$ cat src/hdl/rta_pkg.sv
// Shared types and constants for the per-task runtime accounting block.
package rta_pkg;

   localparam int TS_W    = 32;
   localparam int ID_W    = 14;
   localparam int SLICE_W = 23;

   // x / 1000 == (x * DIV_MAGIC) >> DIV_SHIFT, exact for every 32-bit unsigned x
   localparam int          MAGIC_W   = 29;
   localparam logic [28:0] DIV_MAGIC = 29'h10624DD3;
   localparam int          DIV_SHIFT = 38;
   localparam int          PROD_W    = TS_W + MAGIC_W;

   typedef struct packed {
      logic clear;    // clear one table entry
      logic capture;  // take the request beat
      logic read;     // read both tables at the outgoing id
      logic mul;      // reciprocal multiply
      logic acc;      // accumulate, write back, form result
      logic push;     // move result into the output register
   } rta_cmd_type;

   typedef struct packed {
      logic clear_last;
      logic out_free;
   } rta_status_type;

endpackage

$ cat src/hdl/rta_ctrl.sv
// Sequencer for the clearing pass and the read-modify-write of each beat.
module rta_ctrl import rta_pkg::*; (
   input  logic           clock,
   input  logic           reset,
   input  logic           req_valid,
   output logic           req_ready,
   input  rta_status_type status,
   output rta_cmd_type    cmd
);

   typedef enum logic [2:0] {
      ST_CLEAR,
      ST_IDLE,
      ST_READ,
      ST_MUL,
      ST_ACC,
      ST_PUSH
   } state_type;

   state_type state_ff, state_in;

   always_comb begin
      state_in = state_ff;
      cmd      = '0;
      case (state_ff)
         ST_CLEAR: begin
            cmd.clear = 1'b1;
            if (status.clear_last) state_in = ST_IDLE;
         end
         ST_IDLE: begin
            cmd.capture = req_valid;
            if (req_valid) state_in = ST_READ;
         end
         ST_READ: begin
            cmd.read = 1'b1;
            state_in = ST_MUL;
         end
         ST_MUL: begin
            cmd.mul  = 1'b1;
            state_in = ST_ACC;
         end
         ST_ACC: begin
            cmd.acc  = 1'b1;
            state_in = ST_PUSH;
         end
         ST_PUSH: begin
            if (status.out_free) begin
               cmd.push = 1'b1;
               state_in = ST_IDLE;
            end
         end
         default: state_in = ST_CLEAR;
      endcase
   end

   assign req_ready = (state_ff == ST_IDLE);

   always_ff @(posedge clock) begin
      if (reset) state_ff <= ST_CLEAR;
      else       state_ff <= state_in;
   end

endmodule

$ cat config.mk
export PLATFORM = sky130hd
export DESIGN_NAME = rta_ctrl
export DESIGN_NICKNAME = d
export VERILOG_FILES = /design/src/hdl/rta_pkg.sv /design/src/hdl/rta_ctrl.sv
export SDC_FILE = /design/constraint.sdc
export NUM_CORES = 1
export LEC_CHECK = 0
export ABC_AREA = 1
export BUFFER_PORTS_ARGS = -buffer_cell sky130_fd_sc_hd__buf_4
export CORE_AREA = 2 2 39 41
export CTS_CLUSTER_DIAMETER = 30
export CTS_CLUSTER_SIZE = 12
export DETAILED_ROUTE_END_ITERATION = 16
export DIE_AREA = 0 0 41 43
export PLACE_DENSITY = 0.39
export SYNTH_ARGS = -nofsm -noshare
export SYNTH_HDL_FRONTEND = slang
export SYNTH_SLANG_ARGS = --single-unit
$ cat constraint.sdc
create_clock -name clock -period 3.32 [get_ports clock]
set_clock_uncertainty 0.2 [all_clocks]
set_input_delay 0.332 -clock clock [delete_from_list [all_inputs] [get_ports clock]]
set_output_delay 0.332 -clock clock [all_outputs]
set_load 0.05 [all_outputs]
# After elaboration in Yosys (flattened, before gate mapping)
# Cells that the tools add are included.
dict set report classes {
  n_eq_ne 8
  div_mod_pow 0
  reduce_logical 2
  n_lt_le_gt_ge 0
  add_sub_neg 0
  bitwise_logic 0
  n_mux 11
  multipliers 0
  n_shift 0
}
# op count
set ops {}
lappend ops {{3-bit one-hot mux with 6 select lines} 1}
lappend ops {{3-bit two-way mux} 3}
lappend ops {{1-bit two-way mux} 7}
lappend ops {{3-bit by 2-bit equality test with 1-bit output, second input constant} 2}
lappend ops {{3-bit equality test, second input constant} 2}
lappend ops {{2-bit != test, second input constant} 3}
lappend ops {{3-bit by 1-bit equality test with 1-bit output, second input constant} 1}
lappend ops {{3-bit logical NOT} 1}
lappend ops {{3-bit AND reduction} 1}
dict set report word_totals {
  n_memories 0
  latch_bits 0
  ramBits 0
  in_bits 5
  word_cells 22
  ff_bits 3
  mem_bits_ro 0
}

# Longest topological paths before layout
# Gate-level depths: netlist (run 1).
dict set report logic_depth {
  ltp_word 3
  depth_mapped 6
}

# Worst setup path before layout (run 1)
# OpenSTA, ideal clock, no wires.
dict set report synth_path {
  path_kind {register to output}
  start {register state_ff[2]}
  end {output cmd[0] in the netlist's numbering}
  path_slack_ns 0.776
  path_stages_with_launch 3
  arrival_time_ns 2.012
  path_buffers 0
  path_cell_list {dfxtp_1 > inv_2 > nor4_1}
}
# item line_no
set synth_lines {}
lappend synth_lines {{start: declaration} rta_ctrl.sv:20} ;# state_type state_ff, state_in;
lappend synth_lines {{start signal: assignment} rta_ctrl.sv:60} ;# else state_ff <= state_in;
lappend synth_lines {{end: declaration} rta_ctrl.sv:8} ;# output rta_cmd_type cmd

==> metrics.md, run 1 <==
| Metric | Value |
|---|---|
| Pwr/cell area | 545.9 nW/µm² |
| Die area | 1763 µm² |
| IO Pins | 12 |
| Regs by FF count | state_ff x3 |
| F_max | 554.5 MHz |
| CP Capture Type | output port |
| Hold path cells | 2 |
| Via/cell ratio | 3.937 |
| Placer Congestion | 0.6453 |
| Synth Instances | 32 |
| Critical Path RT | 2.79 ns |
| Clock Latency Late Sink | 0.23 ns |
| DR WL/cell | 8.127 µm |
| Overall Global Routing Usage | 7.121% |
| DRT iter0 DRCs | 6 |
| Global-route wire length before repair | 821 µm |
| Hold buffers post-CTS | 0 |
| R2r worst-path depth | 5 |
| Setup TNS | 0 ns |
| DR DRC count | 0 |
| Worst IR drop on VDD | 143.0 µV |
| Commonest non-fill, non-tap cell in the layout | buf_4 |
| Port bufs | 11 |
| Clock buffer count from CTS | 3 |
| RSZ-0062 raised after global routing | no |
| CTS Sinks | 3 |
| Pins over their slew limit | 0 |
| Area added between synthesis and finish | 66.45% |
| Leakage power total | 0.1655 nW |
| Vias in the first global route | 218 |
| Cell variety after synth | 13 |
| Max-cap violations | 0 |
| Setup repair bufs after CTS | 0 |
| Core area | 1384 µm² |
| Cell Area, Synth | 193.9 µm² |
| Worst rel slew slack | 83.12% |
| Hold Path Class | in -> reg |
| First-pass iteration count of the detailed router | 4 |
| Max FO, Critical Path | 7 |
| Finish-stage setup viols | 0 |
| Largest Register | state_ff |
| Root buffer cell | clkbuf_4 |
| Largest net degree at the start of global routing | 8 |
| Measured slew at the worst slew-check pin | 0.2512 ns |
| Post-DP HPWL | 422.9 µm |
| Final Util | 23.33% |
| Final min period | 1.803 ns |
| Clk buf depth | 2 |
| Worst-path clk slew | 0.04 ns |
| Synth Warn # | 0 |
| Final WL | 512 µm |
| Status | complete, no violations |
| Antenna Violating Nets Remaining | 0 |
| Layout cells sized above 1 | 42.55% |
| Final period utilization | 54.32% |
| Row count | 14 |
| CTS HTree Levels | 1 |
| Number of flip-flops in the largest register | 3 |
| #FFs+latches synth | 3 |
| Total nets after synthesis | 37 |
| Die Y-Extent | 43 µm |
| Worst setup path category | reg -> out |
| CTS tree | built |
| Setup crit start kind | flop |
| Final net count | 53 |
| Post-synthesis sequential area ratio | 30.97% |
| GR Overflow Total | 0 |
| Routed vias | 248 |
| Initial antenna violation count | 0 |
| Syn Area/Cell | 6.061 µm² |
| Post-CTS resize count | 0 |
| Worst path arrival time | 1.27 ns |
| Die Span X | 41 µm |
| Final hold vios | 0 |
| Starting Density | 14.01% |
| Commonest non-fill, non-tap cells in the layout | buf_4, nor2_1, inv_2, inv_1 |
| # diodes | 0 |
| Fill cells | 166 |
## Yosys cell counts, drive strengths merged
| library cell | instances | area share [%] |
|---|---|---|
| a21oi | 2 | 5.2 |
| dfxtp | 3 | 31 |
| inv | 8 | 15 |
| nand2 | 2 | 3.9 |
| nand3 | 2 | 5.2 |
| nand3b | 1 | 3.9 |
| nand4 | 1 | 3.2 |
| nor2 | 9 | 19 |
| nor3 | 3 | 10 |
| nor4 | 1 | 3.2 |
## cells by family after synthesis
kind of cell,after synthesis,synth area share [%]
AND/OR/NAND/NOR,19,48.40
buffers and inverters,8,15.48
flip-flops,3,30.97
AO/OA/AOI/OAI,2,5.161
## worst paths after layout
check | endpoint | start | slack, ns
min reg2reg | state_ff[2] | state_ff[0] | 0.37
max | cmd[0] | state_ff[2] | 1.52
min | state_ff[2] | reset | 0.08
max reg2reg | state_ff[0] | state_ff[2] | 2.09
## stage by stage
stage	hold WS (ns)	setup slack [ns]	total power [mW]	std cells	area, µm²
floorplan	0.2011	0.7755	0.09399	32	193.9
global placement	0.3229	1.782	0.1154	59	296.5
detailed placement	0.3252	1.762	0.1140	59	296.5
CTS	0.07634	1.505	0.1805	63	322.8
global route	0.07907	1.430	0.1884	63	322.8
finish	0.08258	1.517	0.1762	63	322.8
## routing by layer
| metal | vias to the layer above | share of wire (%) | GRT usage, % |
|---|---|---|---|
| li1 | 130 | - | - |
| met1 | 109 | 41 | 8.333 |
| met2 | 9 | 50 | 9.375 |
| met3 | 0 | 8.6 | 3.141 |
| met4 | 0 | 0 | 6.000 |
| met5 | - | 0 | 0 |
## critical path, stage by stage, from the launching register on
cell     delay [ns]
dfxtp_1        0.45
inv_2          0.07
nor4_1         0.27
buf_4          0.25
## power breakdown
group	internal, mW	total, mW	switching (mW)
combinational	0.0212	0.0691	0.0479
sequential	0.0397	0.0440	0.00425
clock	0.0450	0.0631	0.0182
## final cells by class
class | instances | area, µm² | share of cell area, %
inverter | 8 | 30.03 | 9.302
tap | 16 | 20.02 | 6.202
clock buffer | 4 | 26.28 | 8.140
multi-input combinational | 21 | 103.9 | 32.17
timing repair buffer | 11 | 82.58 | 25.58
sequential | 3 | 60.06 | 18.60
Power figures use the tool's default switching activity.
==> run 2: changes to the inputs <==
--- a/config.mk
+++ b/config.mk
@@ -12,7 +12,7 @@
 export CTS_CLUSTER_SIZE = 12
 export DETAILED_ROUTE_END_ITERATION = 16
 export DIE_AREA = 0 0 41 43
-export PLACE_DENSITY = 0.39
+export PLACE_DENSITY = 0.4
 export SYNTH_ARGS = -nofsm -noshare
 export SYNTH_HDL_FRONTEND = slang
 export SYNTH_SLANG_ARGS = --single-unit
==> constraint.sdc (replaced) <==
create_clock -name clock -period 1.6 [get_ports clock]
set_clock_uncertainty 0.2 [all_clocks]
set_input_delay 0.16 -clock clock [delete_from_list [all_inputs] [get_ports clock]]
set_output_delay 0.16 -clock clock [all_outputs]
set_load 0.05 [all_outputs]
==> metrics.md, run 2 (same netlist as run 1, synthesis figures left out) <==
| Metric | Value |
|---|---|
| Final period utilization | 94.97% |
| Worst-path clk slew | 0.03 ns (about the same) |
| Commonest non-fill, non-tap cell in the layout | buf_4 |
| Die Span X | 41 µm (unchanged) |
| Top Metal Used | met3 |
| Routed vias | 246 (-0.81%) |
| Leakage power total | 0.1763 nW (+6.5%) |
| # diodes | 0 (unchanged) |
| Global-route wire length before repair | 828 µm (+0.85%) |
| Hold Path Class | in -> reg |
| Max-cap violations | 0 (unchanged) |
| DP Area | 326.6 µm² (+10%) |
| GR Overflow Total | 0 (unchanged) |
| R2r worst-path depth | 5 (unchanged) |
| Core area | 1384 µm² (unchanged) |
| Area added between synthesis and finish | 90.32% |
| Clock Latency Late Sink | 0.23 ns (about the same) |
| Finish-stage setup viols | 0 (unchanged) |
| Commonest non-fill, non-tap cells in the layout | buf_4, nor2_1, inv_2, inv_1 |
| Length of routed wiring on met1 | 231 µm (+9.0%) |
| CTS tree | built |
| CTS HTree Levels | 1 (unchanged) |
| Starting Density | 14.01% (unchanged) |
| Worst setup path category | reg -> out |
| Pins over their slew limit | 0 (unchanged) |
| Sw frac | 40.82% (+0.93 points) |
| Vias in the first global route | 234 (+7.3%) |
| F_max | 658.1 MHz |
| Final hold vios | 0 (unchanged) |
| DR WL/cell | 8.281 µm (+1.9%) |
| Placer Congestion | 0.6486 (+0.51%) |
| Met2 WL | 270 µm (+6.3%) |
| Pwr/cell area | 1026 nW/µm² (+88%) |
| Post-layout instance area | 369.1 µm² (+14%) |
| Clock buffer count from CTS | 3 (unchanged) |
| Die area | 1763 µm² (unchanged) |
| Setup TNS | 0 ns (unchanged) |
| Met3 routed WL | 28 µm (-36%) |
| Clk buf depth | 2 (unchanged) |
| Critical Path RT | 1.24 ns (-1.55 ns) |
| CP Capture Type | output port |
| Layout cells sized above 1 | 56.25% (+14 points) |
| Regs by FF count | state_ff x3 |
| Setup crit start kind | flop |
| Final net count | 54 (+1.9%) |
| IO Pins | 12 (unchanged) |
| Sw Pwr | 154.5 µW (+120%) |
| Root buffer cell | clkbuf_4 |
| RSZ-0062 raised after global routing | no |
| Setup repair bufs after CTS | 0 (unchanged) |
| Clock share of power | 34.2% (-1.6 points) |
| Finished Layout Cells | 64 (+1.6%) |
| Register share of total power | 25.0% (about the same) |
| Worst rel slew slack | 85.77% (+2.6 points) |
| DR DRC count | 0 (unchanged) |
| Worst path arrival time | 1.16 ns (-0.11 ns) |
| R2r setup slk | 0.38 ns (-1.71 ns) |
| P_int | 224.1 µW (+110%) |
| Reg-to-Reg Start | state_ff[1] |
| Largest net degree at the start of global routing | 8 (unchanged) |
| Final WL | 530 µm (+3.5%) |
| Antenna Violating Nets Remaining | 0 (unchanged) |
| Final min period | 1.519 ns |
| Via/cell ratio | 3.844 (-2.4%) |
| Die Y-Extent | 43 µm (unchanged) |
| Worst IR drop on VDD | 322.4 µV (+130%) |
| Overall Global Routing Usage | 7.515% (+0.39 points) |
| Hold path cells | 4 (+2) |
| Measured slew at the worst slew-check pin | 0.2132 ns (-0.03804 ns) |
| Initial antenna violation count | 0 (unchanged) |
| Port bufs | 11 (unchanged) |
| Row count | 14 (unchanged) |
| Placed cells | 59 (unchanged) |
| First-pass iteration count of the detailed router | 2 (-2) |
| Total Power | 378.6 µW (+110%) |
| DRT iter0 DRCs | 1 (-5) |
| Largest Register | state_ff |
| CTS Sinks | 3 (unchanged) |
| Post-DP HPWL | 453.7 µm (+7.3%) |
| Combinational power share | 40.8% (+1.6 points) |
| Hold path endpoint | state_ff[2] |
| Worst flop-to-flop path endpoint | state_ff[0] |
| HP Start | status[0] |
| Status | complete, no violations |
| Number of flip-flops in the largest register | 3 (unchanged) |
| Max FO, Critical Path | 7 (unchanged) |
[run 2: changes by cell type in the layout (fill, tap and decap cells not counted)]
cell	change
buf_4	-1
buf_6	+1
dfxtp_1	-2
dfxtp_2	+2
nor3_1	-2
nor4_4	+1
nor2_2	+2
nor2_1	-2
nor3_2	+2
dlygate4sd3_1	+1
nor4_1	-1
[run 2: how the worst max path moves through the flow]
stage	cells past startpoint	slack, ns	start	endpoint
6_report	3	0.08	state_ff[2]	cmd[0]
5_1_grt	3	0.01	state_ff[2]	cmd[0]
4_1_cts	5	0.005	state_ff[0]	cmd[4]
3_5_place_dp	3	0.20	state_ff[2]	cmd[0]
3_3_place_gp	3	0.21	state_ff[2]	cmd[0]
2_1_floorplan	4	-0.09	state_ff[1]	state_ff[1]
[run 2: layout make-up]
cell class                      instances  area, µm²
Fill cell                             154       1015
Sequential cell                         3      62.56
Tap cell                               16      20.02
Inverter                                8      30.03
Clock buffer                            4      26.28
Multi-Input combinational cell         21      133.9
Timing Repair Buffer                   12      96.34
[run 2: routing by layer]
| layer | GRT usage, % | up-vias |
|---|---|---|
| li1 | - | 132 |
| met5 | 0 | - |
| met3 | 3.141 | 0 |
| met2 | 10.63 | 5 |
| met4 | 8.000 | 0 |
| met1 | 7.348 | 109 |
[run 2: power by group through the flow]
stage,Sequential [mW],Combinational (mW),Clock [mW]
finish,0.0946,0.154,0.130
global route,0.0955,0.167,0.140
CTS,0.0937,0.155,0.138
detailed placement,0.0946,0.153,0
global placement,0.0950,0.155,0
floorplan,0.0928,0.112,0
[run 2: critical path: stages (launching register included)]
cell and delay (ns):
dfxtp_2 0.40, inv_2 0.08, nor4_4 0.26, buf_6 0.19
[run 2: repair_timing]
action,CTS,global route
gates resized for setup,1,2
hold endpoints to repair,3,0
setup endpoints to repair,1,2
hold buffers,1,0
gates cloned,0,0
pin swaps,0,0
[run 2: through the flow]
| step | util, % | worst slack [ns] | hold WS [ns] |
|---|---|---|---|
| final | 26.67 | 0.08051 | 0.09399 |
| after floorplan | - | -0.08544 | 0.02907 |
| after global routing | 26.67 | 0.01333 | 0.1184 |
| after CTS | 26.31 | 0.005151 | 0.07835 |
| after global placement | 23.60 | 0.2091 | 0.1493 |
| after detailed placement | 23.60 | 0.1981 | 0.1540 |
